## src/rtl/core/lpnal_pkg.sv

```systemverilog
// Shared types, constants and header rewrite for the length-prefixed to start-code converter.
package lpnal_pkg;

    // Block byte counter width (block_left, unit_left).
    localparam int CNT_W = 24;
    // Length field accumulator width (up to four prefix bytes).
    localparam int ACC_W = 32;
    // Width of the length_field_bytes register.
    localparam int LEN_W = 3;
    // Width of the block_bytes input field.
    localparam int BLK_W = 24;

    // Job queue between front and back.
    localparam int QUEUE_DEPTH = 4;
    localparam int QPTR_W      = $clog2(QUEUE_DEPTH);
    localparam int QCNT_W      = $clog2(QUEUE_DEPTH + 1);

    // Input command codes.
    localparam logic CMD_START = 1'b0;
    localparam logic CMD_DATA  = 1'b1;

    // Result status codes.
    localparam logic [1:0] ST_OK       = 2'd0;
    localparam logic [1:0] ST_BAD_SIZE = 2'd1;
    localparam logic [1:0] ST_OVERRUN  = 2'd2;
    localparam logic [1:0] ST_TRUNC    = 2'd3;

    // Legal prefix sizes.
    localparam logic [LEN_W-1:0] LEN_ONE   = LEN_W'(1);
    localparam logic [LEN_W-1:0] LEN_TWO   = LEN_W'(2);
    localparam logic [LEN_W-1:0] LEN_FOUR  = LEN_W'(4);
    localparam logic [LEN_W-1:0] LEN_RESET = LEN_W'(4);

    // Unit header fields.
    localparam logic [4:0] TYPE_IDR        = 5'd5;
    localparam logic [4:0] TYPE_SLICE      = 5'd1;
    localparam logic [1:0] PRIO_DISPOSABLE = 2'd0;
    localparam logic [1:0] PRIO_HIGH       = 2'd2;
    localparam logic [1:0] PRIO_HIGHEST    = 2'd3;

    // Start code 00 00 01: index of the final byte, and its value.
    localparam logic [1:0] SC_LAST_IDX  = 2'd2;
    localparam logic [7:0] SC_LAST_BYTE = 8'h01;
    localparam logic [7:0] SC_ZERO_BYTE = 8'h00;

    typedef enum logic [1:0] {
        PH_IDLE,
        PH_LENGTH,
        PH_UNIT,
        PH_DROP
    } phase_t;

    typedef enum logic [1:0] {
        JOB_BYTE,
        JOB_START,
        JOB_ERROR
    } job_kind_t;

    typedef struct packed {
        job_kind_t  kind;
        logic [7:0] data;
        logic       last;
        logic [1:0] status;
    } job_t;

    function automatic logic [7:0] fix_header(input logic [7:0] b);
        logic [7:0] r;
        r = b;
        if (b[4:0] == TYPE_IDR) begin
            r = {b[7], PRIO_HIGHEST, b[4:0]};
        end else if (b[4:0] == TYPE_SLICE && b[6:5] != PRIO_DISPOSABLE) begin
            r = {b[7], PRIO_HIGH, b[4:0]};
        end
        return r;
    endfunction

endpackage

```

## src/rtl/core/length_prefixed_nal_to_start_code.sv

```systemverilog
// Top level: length-prefixed unit block to start-code delimited byte stream converter.
//
//  channel  | dir | handshake          | payload
//  ---------+-----+--------------------+------------------------------------------------
//  s_       | in  | s_tvalid/s_tready  | tdata: data_byte[7:0], block_bytes[31:8];
//           |     |                    | tuser: cmd (0 start of block, 1 data byte)
//  m_       | out | m_tvalid/m_tready  | tdata: out_byte; tlast: last_of_block;
//           |     |                    | tuser: status
//  cfg_     | in  | cfg_valid/cfg_ready| cfg_data: length_field_bytes (1, 2 or 4)
//
// Flow: one input beat per cycle while the queue has room; each unit byte gives one
// output beat and each completed prefix a three-beat start code, so the input is held
// once the four-entry queue is full. An accepted beat is written into the queue, then
// loaded into the back end's job register, which drives the output.
// Reset: aresetn (sync, active low) idles the parser, empties the queue, sets size 4.
// Stalls: m_tready low fills the queue, then s_tready drops; cfg_ready is always high.
module length_prefixed_nal_to_start_code
    import lpnal_pkg::*;
(
    input  logic             aclk,
    input  logic             aresetn,
    // input beats
    input  logic             s_tvalid,
    output logic             s_tready,
    input  logic [31:0]      s_tdata,   // [7:0] data_byte, [31:8] block_bytes
    input  logic             s_tuser,   // [0] cmd
    // output beats
    output logic             m_tvalid,
    input  logic             m_tready,
    output logic [7:0]       m_tdata,   // [7:0] out_byte
    output logic             m_tlast,
    output logic [1:0]       m_tuser,   // [1:0] status
    // configuration
    input  logic             cfg_valid,
    output logic             cfg_ready,
    input  logic [LEN_W-1:0] cfg_data
);

    // front -> queue
    logic q_push;
    job_t q_job;
    // queue -> back
    job_t head_job;
    logic q_full;
    logic q_empty;
    logic q_pop;

    // Parser: tracks block/prefix/unit counts, emits one job per beat at most.
    lpnal_front u_front (
        .aclk      (aclk),
        .aresetn   (aresetn),
        .s_tvalid  (s_tvalid),
        .s_tready  (s_tready),
        .s_tdata   (s_tdata),
        .s_tuser   (s_tuser),
        .cfg_valid (cfg_valid),
        .cfg_ready (cfg_ready),
        .cfg_data  (cfg_data),
        .q_full    (q_full),
        .q_push    (q_push),
        .q_job     (q_job)
    );

    // Decouples the one-beat-per-input front from the multi-beat start codes.
    lpnal_queue u_queue (
        .aclk     (aclk),
        .aresetn  (aresetn),
        .push     (q_push),
        .push_job (q_job),
        .pop      (q_pop),
        .head_job (head_job),
        .full     (q_full),
        .empty    (q_empty)
    );

    // Output register stage: one beat per cycle while m_tready is high.
    lpnal_back u_back (
        .aclk     (aclk),
        .aresetn  (aresetn),
        .head_job (head_job),
        .q_empty  (q_empty),
        .q_pop    (q_pop),
        .m_tvalid (m_tvalid),
        .m_tready (m_tready),
        .m_tdata  (m_tdata),
        .m_tlast  (m_tlast),
        .m_tuser  (m_tuser)
    );

endmodule

```

## src/rtl/core/lpnal_front.sv

```systemverilog
// Front end: input beats, block/length/unit parsing, job generation.
module lpnal_front
    import lpnal_pkg::*;
(
    input  logic             aclk,
    input  logic             aresetn,
    input  logic             s_tvalid,
    output logic             s_tready,
    input  logic [31:0]      s_tdata,
    input  logic             s_tuser,
    input  logic             cfg_valid,
    output logic             cfg_ready,
    input  logic [LEN_W-1:0] cfg_data,
    input  logic             q_full,
    output logic             q_push,
    output job_t             q_job
);

    phase_t             phase_reg, phase_next;
    logic [CNT_W-1:0]   block_left_reg, block_left_next;
    logic [ACC_W-1:0]   accum_reg, accum_next;
    logic [LEN_W-1:0]   seen_reg, seen_next;
    logic [CNT_W-1:0]   unit_left_reg, unit_left_next;
    logic               hdr_pend_reg, hdr_pend_next;
    logic [LEN_W-1:0]   len_bytes_reg;

    logic               accept;
    logic [7:0]         in_byte;
    logic [BLK_W-1:0]   in_count;
    logic               size_ok;
    logic [CNT_W-1:0]   bl_dec;
    logic [CNT_W-1:0]   ul_dec;
    logic [ACC_W-1:0]   acc_new;
    logic [LEN_W-1:0]   seen_new;
    logic [7:0]         out_b;

    assign s_tready  = !q_full;
    assign cfg_ready = 1'b1;
    assign accept    = s_tvalid && s_tready;
    assign in_byte   = s_tdata[7:0];
    assign in_count  = s_tdata[31:8];

    assign size_ok  = (len_bytes_reg == LEN_ONE) || (len_bytes_reg == LEN_TWO) ||
                      (len_bytes_reg == LEN_FOUR);
    assign bl_dec   = block_left_reg - CNT_W'(1);
    assign ul_dec   = unit_left_reg - CNT_W'(1);
    assign acc_new  = {accum_reg[ACC_W-9:0], in_byte};
    assign seen_new = seen_reg + LEN_W'(1);
    assign out_b    = hdr_pend_reg ? fix_header(in_byte) : in_byte;

    always_ff @(posedge aclk) begin
        if (!aresetn) begin
            phase_reg      <= PH_IDLE;
            block_left_reg <= '0;
            accum_reg      <= '0;
            seen_reg       <= '0;
            unit_left_reg  <= '0;
            hdr_pend_reg   <= 1'b0;
            len_bytes_reg  <= LEN_RESET;
        end else begin
            phase_reg      <= phase_next;
            block_left_reg <= block_left_next;
            accum_reg      <= accum_next;
            seen_reg       <= seen_next;
            unit_left_reg  <= unit_left_next;
            hdr_pend_reg   <= hdr_pend_next;
            if (cfg_valid && cfg_ready) begin
                len_bytes_reg <= cfg_data;
            end
        end
    end

    always_comb begin
        phase_next      = phase_reg;
        block_left_next = block_left_reg;
        accum_next      = accum_reg;
        seen_next       = seen_reg;
        unit_left_next  = unit_left_reg;
        hdr_pend_next   = hdr_pend_reg;
        q_push          = 1'b0;
        q_job.kind      = JOB_BYTE;
        q_job.data      = '0;
        q_job.last      = 1'b0;
        q_job.status    = ST_OK;

        if (accept) begin
            if (s_tuser == CMD_START) begin
                block_left_next = CNT_W'(in_count);
                unit_left_next  = '0;
                hdr_pend_next   = 1'b0;
                accum_next      = '0;
                seen_next       = '0;
                phase_next      = (CNT_W'(in_count) != '0) ? PH_LENGTH : PH_IDLE;
            end else begin
                case (phase_reg)
                    PH_LENGTH: begin
                        if (!size_ok) begin
                            q_push       = 1'b1;
                            q_job.kind   = JOB_ERROR;
                            q_job.last   = 1'b1;
                            q_job.status = ST_BAD_SIZE;
                            phase_next   = PH_DROP;
                        end else begin
                            block_left_next = bl_dec;
                            accum_next      = acc_new;
                            seen_next       = seen_new;
                            if (seen_new < len_bytes_reg) begin
                                if (bl_dec == '0) begin
                                    q_push       = 1'b1;
                                    q_job.kind   = JOB_ERROR;
                                    q_job.last   = 1'b1;
                                    q_job.status = ST_TRUNC;
                                    phase_next   = PH_DROP;
                                end
                            end else if (acc_new > ACC_W'(bl_dec)) begin
                                q_push       = 1'b1;
                                q_job.kind   = JOB_ERROR;
                                q_job.last   = 1'b1;
                                q_job.status = ST_OVERRUN;
                                phase_next   = PH_DROP;
                            end else begin
                                unit_left_next = CNT_W'(acc_new);
                                q_push         = 1'b1;
                                q_job.kind     = JOB_START;
                                q_job.last     = (acc_new == '0) && (bl_dec == '0);
                                if (acc_new == '0) begin
                                    hdr_pend_next = 1'b0;
                                    accum_next    = '0;
                                    seen_next     = '0;
                                    phase_next    = (bl_dec == '0) ? PH_IDLE : PH_LENGTH;
                                end else begin
                                    hdr_pend_next = 1'b1;
                                    phase_next    = PH_UNIT;
                                end
                            end
                        end
                    end
                    PH_UNIT: begin
                        hdr_pend_next   = 1'b0;
                        block_left_next = bl_dec;
                        unit_left_next  = ul_dec;
                        q_push          = 1'b1;
                        q_job.kind      = JOB_BYTE;
                        q_job.data      = out_b;
                        q_job.last      = (ul_dec == '0) && (bl_dec == '0);
                        if (ul_dec == '0) begin
                            if (bl_dec == '0) begin
                                phase_next = PH_IDLE;
                            end else begin
                                accum_next = '0;
                                seen_next  = '0;
                                phase_next = PH_LENGTH;
                            end
                        end
                    end
                    default: begin
                    end
                endcase
            end
        end
    end

endmodule

```

## src/rtl/core/lpnal_queue.sv

```systemverilog
// Small job queue between the front and back ends.
module lpnal_queue
    import lpnal_pkg::*;
(
    input  logic aclk,
    input  logic aresetn,
    input  logic push,
    input  job_t push_job,
    input  logic pop,
    output job_t head_job,
    output logic full,
    output logic empty
);

    job_t              mem [QUEUE_DEPTH];
    logic [QPTR_W-1:0] wr_ptr_reg;
    logic [QPTR_W-1:0] rd_ptr_reg;
    logic [QCNT_W-1:0] count_reg;
    logic              do_push;
    logic              do_pop;

    assign full     = (count_reg == QCNT_W'(QUEUE_DEPTH));
    assign empty    = (count_reg == '0);
    assign do_push  = push && !full;
    assign do_pop   = pop && !empty;
    assign head_job = mem[rd_ptr_reg];

    always_ff @(posedge aclk) begin
        if (do_push) begin
            mem[wr_ptr_reg] <= push_job;
        end
    end

    always_ff @(posedge aclk) begin
        if (!aresetn) begin
            wr_ptr_reg <= '0;
            rd_ptr_reg <= '0;
            count_reg  <= '0;
        end else begin
            if (do_push) begin
                wr_ptr_reg <= wr_ptr_reg + QPTR_W'(1);
            end
            if (do_pop) begin
                rd_ptr_reg <= rd_ptr_reg + QPTR_W'(1);
            end
            case ({do_push, do_pop})
                2'b10:   count_reg <= count_reg + QCNT_W'(1);
                2'b01:   count_reg <= count_reg - QCNT_W'(1);
                default: count_reg <= count_reg;
            endcase
        end
    end

endmodule

```

## src/rtl/core/lpnal_back.sv

```systemverilog
// Back end: expands queued jobs into output beats from a held job register.
module lpnal_back
    import lpnal_pkg::*;
(
    input  logic       aclk,
    input  logic       aresetn,
    input  job_t       head_job,
    input  logic       q_empty,
    output logic       q_pop,
    output logic       m_tvalid,
    input  logic       m_tready,
    output logic [7:0] m_tdata,
    output logic       m_tlast,
    output logic [1:0] m_tuser
);

    job_t       cur_reg, cur_next;
    logic       cur_valid_reg, cur_valid_next;
    logic [1:0] idx_reg, idx_next;
    logic       final_beat;
    logic       advance;

    assign final_beat = (cur_reg.kind != JOB_START) || (idx_reg == SC_LAST_IDX);
    assign advance    = !cur_valid_reg || (m_tready && final_beat);
    assign q_pop      = advance && !q_empty;

    always_ff @(posedge aclk) begin
        if (!aresetn) begin
            cur_valid_reg <= 1'b0;
            idx_reg       <= '0;
        end else begin
            cur_valid_reg <= cur_valid_next;
            idx_reg       <= idx_next;
        end
    end

    always_ff @(posedge aclk) begin
        cur_reg <= cur_next;
    end

    always_comb begin
        cur_next       = cur_reg;
        cur_valid_next = cur_valid_reg;
        idx_next       = idx_reg;
        if (advance) begin
            cur_valid_next = !q_empty;
            cur_next       = head_job;
            idx_next       = '0;
        end else if (m_tready) begin
            idx_next = idx_reg + 2'd1;
        end
    end

    always_comb begin
        case (cur_reg.kind)
            JOB_START: m_tdata = (idx_reg == SC_LAST_IDX) ? SC_LAST_BYTE : SC_ZERO_BYTE;
            default:   m_tdata = cur_reg.data;
        endcase
    end

    assign m_tvalid = cur_valid_reg;
    assign m_tlast  = cur_reg.last && final_beat;
    assign m_tuser  = cur_reg.status;

endmodule
```

## config.mk

```make
export PLATFORM = sky130hd
export DESIGN_NAME = length_prefixed_nal_to_start_code
export DESIGN_NICKNAME = d
export VERILOG_FILES = /design/src/rtl/core/lpnal_pkg.sv /design/src/rtl/core/length_prefixed_nal_to_start_code.sv /design/src/rtl/core/lpnal_front.sv /design/src/rtl/core/lpnal_queue.sv /design/src/rtl/core/lpnal_back.sv
export SDC_FILE = /design/constraint.sdc
export NUM_CORES = 1
export LEC_CHECK = 0
export BUFFER_PORTS_ARGS = -buffer_cell sky130_fd_sc_hd__buf_2
export CORE_MARGIN = 8
export CORE_UTILIZATION = 25
export DETAILED_ROUTE_END_ITERATION = 8
export GPL_TIMING_DRIVEN = 0
export PLACE_DENSITY = 0.51
export RECOVER_POWER = 25
export SYNTH_ARGS = -nofsm -noshare
export SYNTH_HDL_FRONTEND = slang
export SYNTH_SLANG_ARGS = --single-unit
```

## constraint.sdc

```tcl
create_clock -name aclk -period 4.4 [get_ports aclk]
set_input_delay 0.66 -clock aclk [delete_from_list [all_inputs] [get_ports aclk]]
set_output_delay 0.66 -clock aclk [all_outputs]
set_load 0.02 [all_outputs]
```

==> run_results.csv, run 1 <==
group,metric,value,unit
floorplan,ios,55,
clock_tree,cts-htree-levels,4,
synth,synth_area,0.00897,sq mm
worst_setup_path,cp.arrival,4.93,ns
clock_tree,holdBufCountCts,0,
floorplan,fp.dieArea,0.0422,sq mm
clock_tree,path_clk_slew,0.07,ns
synth,yosys.cell_types.count,80,
synth,yosysMostFrequentCell,"dfxtp_1",
timing,maxSlewViolCount,0,
worst_setup_path,startpoint_type,"flip-flop",
timing,rsz0062_at_grt,"true",
pwr,netSwitchingFraction,40.1,%
finish,largest-register,"u_queue.mem",
flow_run,maxCapViolCount,0,
pwr,p_leak,3.92,nW
floorplan,die_y,205,um
synth,synth_top_area_share,21.8,%
grt,grt_use_total,14.6,%
drt,detail_route.iter0.violations,748,
finish,diodes,0,
synth,syn-num-nets,1056,
pwr,combPwrFrac,43.8,%
grt,grt_pass1_vias,7925,
timing,worst_slack,-0.256,ns
timing,period_share,106,%
synth,synth_commonest_cells,"91 x dfxtp_1, 82 x nor2_1, 79 x nand2_1",
finish,fin_cells,1544,
clock_tree,cts_tree,"yes",
synth,synthFlopType,"dfxtp_1",
worst_setup_path,worst-setup-path-type,"reg -> reg",
clock_tree,clk_latency,0.44,ns
drt,drtPass1Iterations,5,
place,gp_congestion,0.915,
drt,vias,8289,
synth,synth.avg_cell_area,9.20,sq um
drt,wl_per_cell,20.3,um
finish,area_delta_synth_final,24.0,%
pwr,irDropWorstVdd,0.327,mV
synth,synth_area_leaders,"edfxtp_1 22%, dfxtp_1 20%, ha_1 5.4%",
grt,grt_max_degree,17,
pwr,clkPwrFrac,25.5,%
synth,ys_warn_count,0,
place,placed_cells,1488,
finish,stdcell_area,0.0111,sq mm
timing,finalCriticalPeriod,4.66,ns
clock_tree,cts-buffers-inserted,17,
pwr,powerDensity,521,mW/mm^2
clock_tree,clock-root-buffer,"clkbuf_16",
pwr,p_int,0.00347,W
timing,slew_headroom,21.4,%
worst_setup_path,worstSetupEndpointType,"flip-flop",
synth,synthCells,975,
floorplan,die_width,205,um
place,post_dp_cell_area,0.00983,sq mm
place,place_ws,-0.894,ns
floorplan,core,0.0355,sq mm
pwr,seq_power_share,30.7,%
timing,tightest_slew,1.18,ns
clock_tree,cts_buffer_depth,2,
synth,synth-seq-cells,156,
floorplan,num_rows,69,
outcome,violations,"setup timing",
synth,synthArstFlopShare,0,%
grt,grt.overflow.total,0,
worst_setup_path,worst_ep_required_time,4.68,ns
timing,setup-violations-final,29,
drt,antenna_left,0,
pwr,switchingPower,0.00233,W
finish,drive_gt1_share,20.1,%
hold_path,hp-class,"in -> reg",
timing,finalClockSkew,0.00994,ns
drt,drcViolationCount,0,
timing,finalHoldViolCount,0,
place,io_buffers,52,
place,dp_hpwl,22400,um
clock_tree,cts_sinks,156,
grt,grt_pass1_wl,47200,um
finish,largest_reg_flops,52,
synth,synth_edf_count,65,
drt,vias_per_cell,5.37,
outcome,status,"finished, violations left",
timing,tns,-4.83,ns
worst_setup_path,worst-path-max-fanout,5,
finish,utilization,31.4,%
grt,grt_antenna_before_repair,0,
drt,routed_wl,31300,um
synth,synth_top_area_cell,"edfxtp_1",
timing,clock.fmax,215,MHz
finish,layout.nets,1151,
synth,ys_seq_area_share,42.1,%
floorplan,start_util,25.3,%
[cells by family after synthesis]
kind of cell,after synthesis,share of synthesized area (%)
AND/OR/NAND/NOR,381,21.8
AO/OA/AOI/OAI,225,16.4
flip-flops,156,42.1
buffers and inverters,101,4.71
multiplexers,41,6.43
adder cells (fa/ha/maj),40,5.66
XOR/XNOR,30,2.93
other,1,0.0418
[final timing paths]
path / start / endpoint / slack [ns] / depth (start not counted)
worst max-delay path: u_front.block_left_reg[1]$_SDFFE_PN0P_ / u_front.unit_left_reg[9]$_SDFFE_PN0P_ / -0.26 / 18
worst min-delay path: cfg_data[2] / u_front.len_bytes_reg[2]$_SDFFE_PN1P_ / 0.44 / 3
worst min register to register: u_front.accum_reg[19]$_SDFFE_PN0P_ / u_front.accum_reg[19]$_SDFFE_PN0P_ / 0.46 / 2
worst max register to register: u_front.block_left_reg[1]$_SDFFE_PN0P_ / u_front.unit_left_reg[9]$_SDFFE_PN0P_ / -0.26 / 18
[power groups by stage]
| stage | Clock (W) | Sequential, W | Combinational (W) |
|---|---|---|---|
| 2_1_floorplan | 0 | 0.00175 | 0.00156 |
| 3_3_place_gp | 0 | 0.00179 | 0.00213 |
| 3_5_place_dp | 0 | 0.00179 | 0.00215 |
| 4_1_cts | 0.00150 | 0.00176 | 0.00241 |
| 5_1_grt | 0.00156 | 0.00179 | 0.00276 |
| 6_report | 0.00148 | 0.00178 | 0.00254 |
[timing repair]
action	CTS	global route
buffers inserted	19	7
cloned	2	1
resized for setup	80	43
pin swaps	26	29
setup endpoints to repair	47	101
[through the flow]
step | hold WS [ns] | power (W)
floorplan | 0.438 | 0.00331
global placement | 0.449 | 0.00392
detailed placement | 0.454 | 0.00394
CTS | 0.431 | 0.00568
global route | 0.455 | 0.00612
finish | 0.443 | 0.00580
[layout make-up]
class	count	area (sq um)
inverter	30	118
buffer	66	354
clock inverter	13	138
sequential	156	3790
timing repair buffer	81	515
tap	461	577
multi-input combinational	718	5200
clock buffer	19	433
fill	3687	24400
[worst max-delay path, stage by stage (launching register included)]
cell      delay, ns
dfxtp_4        0.35
inv_4          0.06
ha_4           0.13
or4b_4         0.48
or4_4          0.53
or3_4          0.34
or3_4          0.43
xor2_4         0.18
ha_4           0.17
a21oi_2        0.12
o21ai_2        0.07
a211oi_2       0.24
o211ai_1       0.18
nor3_2         0.35
buf_4          0.19
o32ai_4        0.15
buf_8          0.22
o31ai_4        0.22
a21oi_1        0.09
[layer usage]
metal	global-route usage, %	part of all wire [%]
met1	19.3	45
met2	22.9	45
met3	3.16	6.1
met4	5.85	3.8
met5	0	0
[cell usage in the layout, fill, tap and decap left out, drive strengths merged, types with 37 or more instances in the layout]
cell and n:
dfxtp 91, buf 85, nor2 82, clkbuf 81
nand2 79, a21oi 77, edfxtp 65, nand3 42
ha 39, nor3 39, nor4 37
Note: power is estimated with default switching activity, not from simulation.
==> run 2: changes to the inputs <==
Settings changed: ABC_AREA set to 1.
==> run_results.csv, run 2 <==
group,metric,value,unit
pwr,clkPwrFrac,24.7,%
worst_setup_path,path_depth,22,
pwr,powerDensity,580,mW/mm^2
worst_setup_path,cpPeakStageDelay,0.45,ns
clock_tree,clock-root-buffer,"clkbuf_16",
timing,slew_headroom,14.5,%
synth,synth_area_leaders,"edfxtp_1 21%, dfxtp_1 20%, nand2_1 8.9%",
pwr,p_leak,4.52,nW
synth,syn-num-nets,1291,
finish,diodes,0,
synth,ys_warn_count,0,
finish,largest-register,"u_queue.mem",
drt,wl_per_cell,15.6,um
synth,synth_top_family_by_area,"simple AND/OR/NAND/NOR gates",
hold_path,hp-class,"in -> reg",
finish,most-common-layout-cells,"217 x nand2_1, 199 x nor2_1, 139 x inv_1",
synth,synthSimpleGateAreaFrac,28.7,%
timing,setup-violations-final,0,
finish,layout.nets,1363,
floorplan,ios,55,
place,dp_hpwl,21600,um
synth,synthArstFlopShare,0,%
clock_tree,cts-buffers-inserted,17,
pwr,irDropWorstVdd,0.291,mV
worst_setup_path,worst-path-max-fanout,10,
synth,synthFlopType,"dfxtp_1",
worst_setup_path,worstSetupEndpointType,"flip-flop",
place,post_dp_cell_area,0.0101,sq mm
drt,routed_wl,27500,um
synth,synth-seq-cells,156,
drt,vias,8175,
synth,synth_commonest_cells,"217 x nand2_1, 199 x nor2_1, 139 x inv_1",
synth,synth_compound_area_share,13.5,%
pwr,netSwitchingFraction,43.8,%
synth,synth_xor_area_share,2.45,%
synth,ys_seq_area_share,41.0,%
worst_setup_path,crit_chain,"inv_1 > ha_1 > nand2_4 > nor2_4 > nand4_1 > nand2_1 > inv_1 > ha_1 > nand2_1 > inv_1 > nand3_1 > nor4_2 > nand2_1 > nand2_1 > nand2_1 > nand3_1 > nand2_1 > nand2_1 > buf_2 > buf_2 > nand2_1 > a21oi_1",
floorplan,num_rows,70,
finish,drive_gt1_share,14.8,%
outcome,status,"finished clean",
synth,synth.avg_cell_area,7.60,sq um
pwr,combPwrFrac,44.1,%
place,io_buffers,52,
synth,yosysMostFrequentCell,"nand2_1",
drt,vias_per_cell,4.64,
synth,synth_area,0.00920,sq mm
worst_setup_path,critPathSlowestCell,"nor4_2",
worst_setup_path,worst-setup-path-type,"reg -> reg",
pwr,switchingPower,0.00271,W
synth,synth_top_area_cell,"edfxtp_1",
worst_setup_path,path_buf_inv,5,
synth,synth_edf_count,65,
grt,grt_antenna_before_repair,0,
place,place_ws,0.385,ns
worst_setup_path,worst_path_most_repeated_cell,"nand2_1",
grt,grt_pass1_vias,7897,
synth,synth_top_area_share,21.2,%
floorplan,start_util,25.2,%
drt,antenna_left,0,
worst_setup_path,r2r_cells,22,
drt,drcViolationCount,0,
timing,maxSlewViolCount,0,
timing,finalClockSkew,0.0156,ns
grt,grt_use_total,12.7,%
synth,synthMuxAreaShare,0,%
drt,drtPass1Iterations,5,
synth,synth_fa_ha_area_share,5.52,%
floorplan,die_width,208,um
timing,period_share,89.9,%
place,gp_congestion,0.882,
floorplan,die_y,208,um
finish,stdcell_area,0.0107,sq mm
pwr,seq_power_share,31.1,%
clock_tree,cts_buffer_depth,2,
clock_tree,cts_tree,"yes",
clock_tree,path_clk_slew,0.07,ns
synth,synthCells,1210,
worst_setup_path,startpoint_type,"flip-flop",
grt,grt.overflow.total,0,
finish,largest_reg_flops,52,
clock_tree,clk_latency,0.45,ns
grt,grt_pass1_wl,43900,um
finish,fillCellCount,3945,
timing,tightest_slew,1.28,ns
timing,fin_hold_ws,0.459,ns
drt,detail_route.iter0.violations,535,
worst_setup_path,cp.arrival,4.31,ns
pwr,p_int,0.00348,W
clock_tree,cts_sinks,156,
timing,rsz0062_at_grt,"false",
finish,area_delta_synth_final,15.9,%
grt,grt_max_degree,19,
timing,clock.fmax,253,MHz
synth,yosys.cell_types.count,48,
timing,tns,0,ns
timing,worst_slack,0.445,ns
floorplan,fp.dieArea,0.0432,sq mm
flow_run,maxCapViolCount,0,
clock_tree,holdBufCountCts,0,
timing,finalCriticalPeriod,3.95,ns
hold_path,holdPathStages,3,
worst_setup_path,worst_ep_required_time,4.76,ns
finish,final_common_cell,"nand2_1",
clock_tree,cts-htree-levels,4,
worst_setup_path,critPathTopFamily,"simple AND/OR/NAND/NOR gates",
timing,finalHoldViolCount,0,
floorplan,core,0.0364,sq mm
## run 2: worst register-to-register path: stages, from the launching register on
cell     delay (ns)
dfxtp_1        0.34
inv_1          0.17
ha_1           0.30
nand2_4        0.13
nor2_4         0.19
nand4_1        0.12
nand2_1        0.18
inv_1          0.10
ha_1           0.28
nand2_1        0.04
inv_1          0.06
nand3_1        0.10
nor4_2         0.45
nand2_1        0.10
nand2_1        0.07
nand2_1        0.11
nand3_1        0.18
nand2_1        0.07
nand2_1        0.10
buf_2          0.24
buf_2          0.29
nand2_1        0.09
a21oi_1        0.14
## run 2: area by class of cell
type / count / area (sq um) / share of cell area (%)
clock buffer: 17 / 425 / 3.99
tap: 468 / 586 / 5.49
clock inverter: 15 / 183 / 1.71
inverter: 148 / 558 / 5.24
sequential: 156 / 3770 / 35.4
buffer: 44 / 254 / 2.38
multi-input combinational: 862 / 4620 / 43.4
timing repair buffer: 53 / 258 / 2.42
## run 2: final timing paths
path	startpoint	end	slack, ns
max reg2reg	u_front.block_left_reg[0]$_SDFFE_PN0P_	u_front.unit_left_reg[21]$_SDFFE_PN0P_	0.45
max	u_front.block_left_reg[0]$_SDFFE_PN0P_	u_front.unit_left_reg[21]$_SDFFE_PN0P_	0.45
min	cfg_data[2]	u_front.len_bytes_reg[2]$_SDFFE_PN1P_	0.46
min reg2reg	u_back.idx_reg[0]$_SDFFE_PP0P_	u_back.idx_reg[0]$_SDFFE_PP0P_	0.46
## run 2: through the flow
step	util [%]	total power, W	cells
finish	29.3	0.00618	1763
detailed placement	27.6	0.00469	1731
CTS	29.3	0.00623	1763
global placement	27.6	0.00465	1730
floorplan	-	0.00394	1210
global route	29.3	0.00667	1763
## run 2: what timing repair did
action | 4_1_cts | 5_1_grt
hold endpoints to repair | 0 | 0
buffers inserted | 0 | 0
setup endpoints to repair | 0 | 17
gates resized for setup | 0 | 3
## run 2: kinds of logic (layout without fill, tap and decap cells)
group,Yosys count,after routing
simple gates,586,586
compound gates,211,211
buf+inv,192,277
flops,156,156
fa+ha+maj,40,40
xor+xnor,24,24
other cells,1,1
## run 2: power groups by stage
stage / Sequential, W / Clock [W] / Combinational (W)
global route: 0.00195 / 0.00163 / 0.00309
finish: 0.00192 / 0.00153 / 0.00273
CTS: 0.00192 / 0.00156 / 0.00275
floorplan: 0.00191 / 0 / 0.00204
detailed placement: 0.00196 / 0 / 0.00273
global placement: 0.00195 / 0 / 0.00270
## run 2: metal layers
| metal | share of wire, % | up-vias | GRT usage, % | routed length (um) |
|---|---|---|---|---|
| li1 | - | 4142 | - | - |
| met4 | 2.1 | 0 | 4.01 | 575 |
| met5 | 0 | - | 0 | 0 |
| met2 | 46 | 173 | 20.7 | 12700 |
| met3 | 3.7 | 33 | 2.16 | 1020 |
| met1 | 48 | 3827 | 16.8 | 13200 |
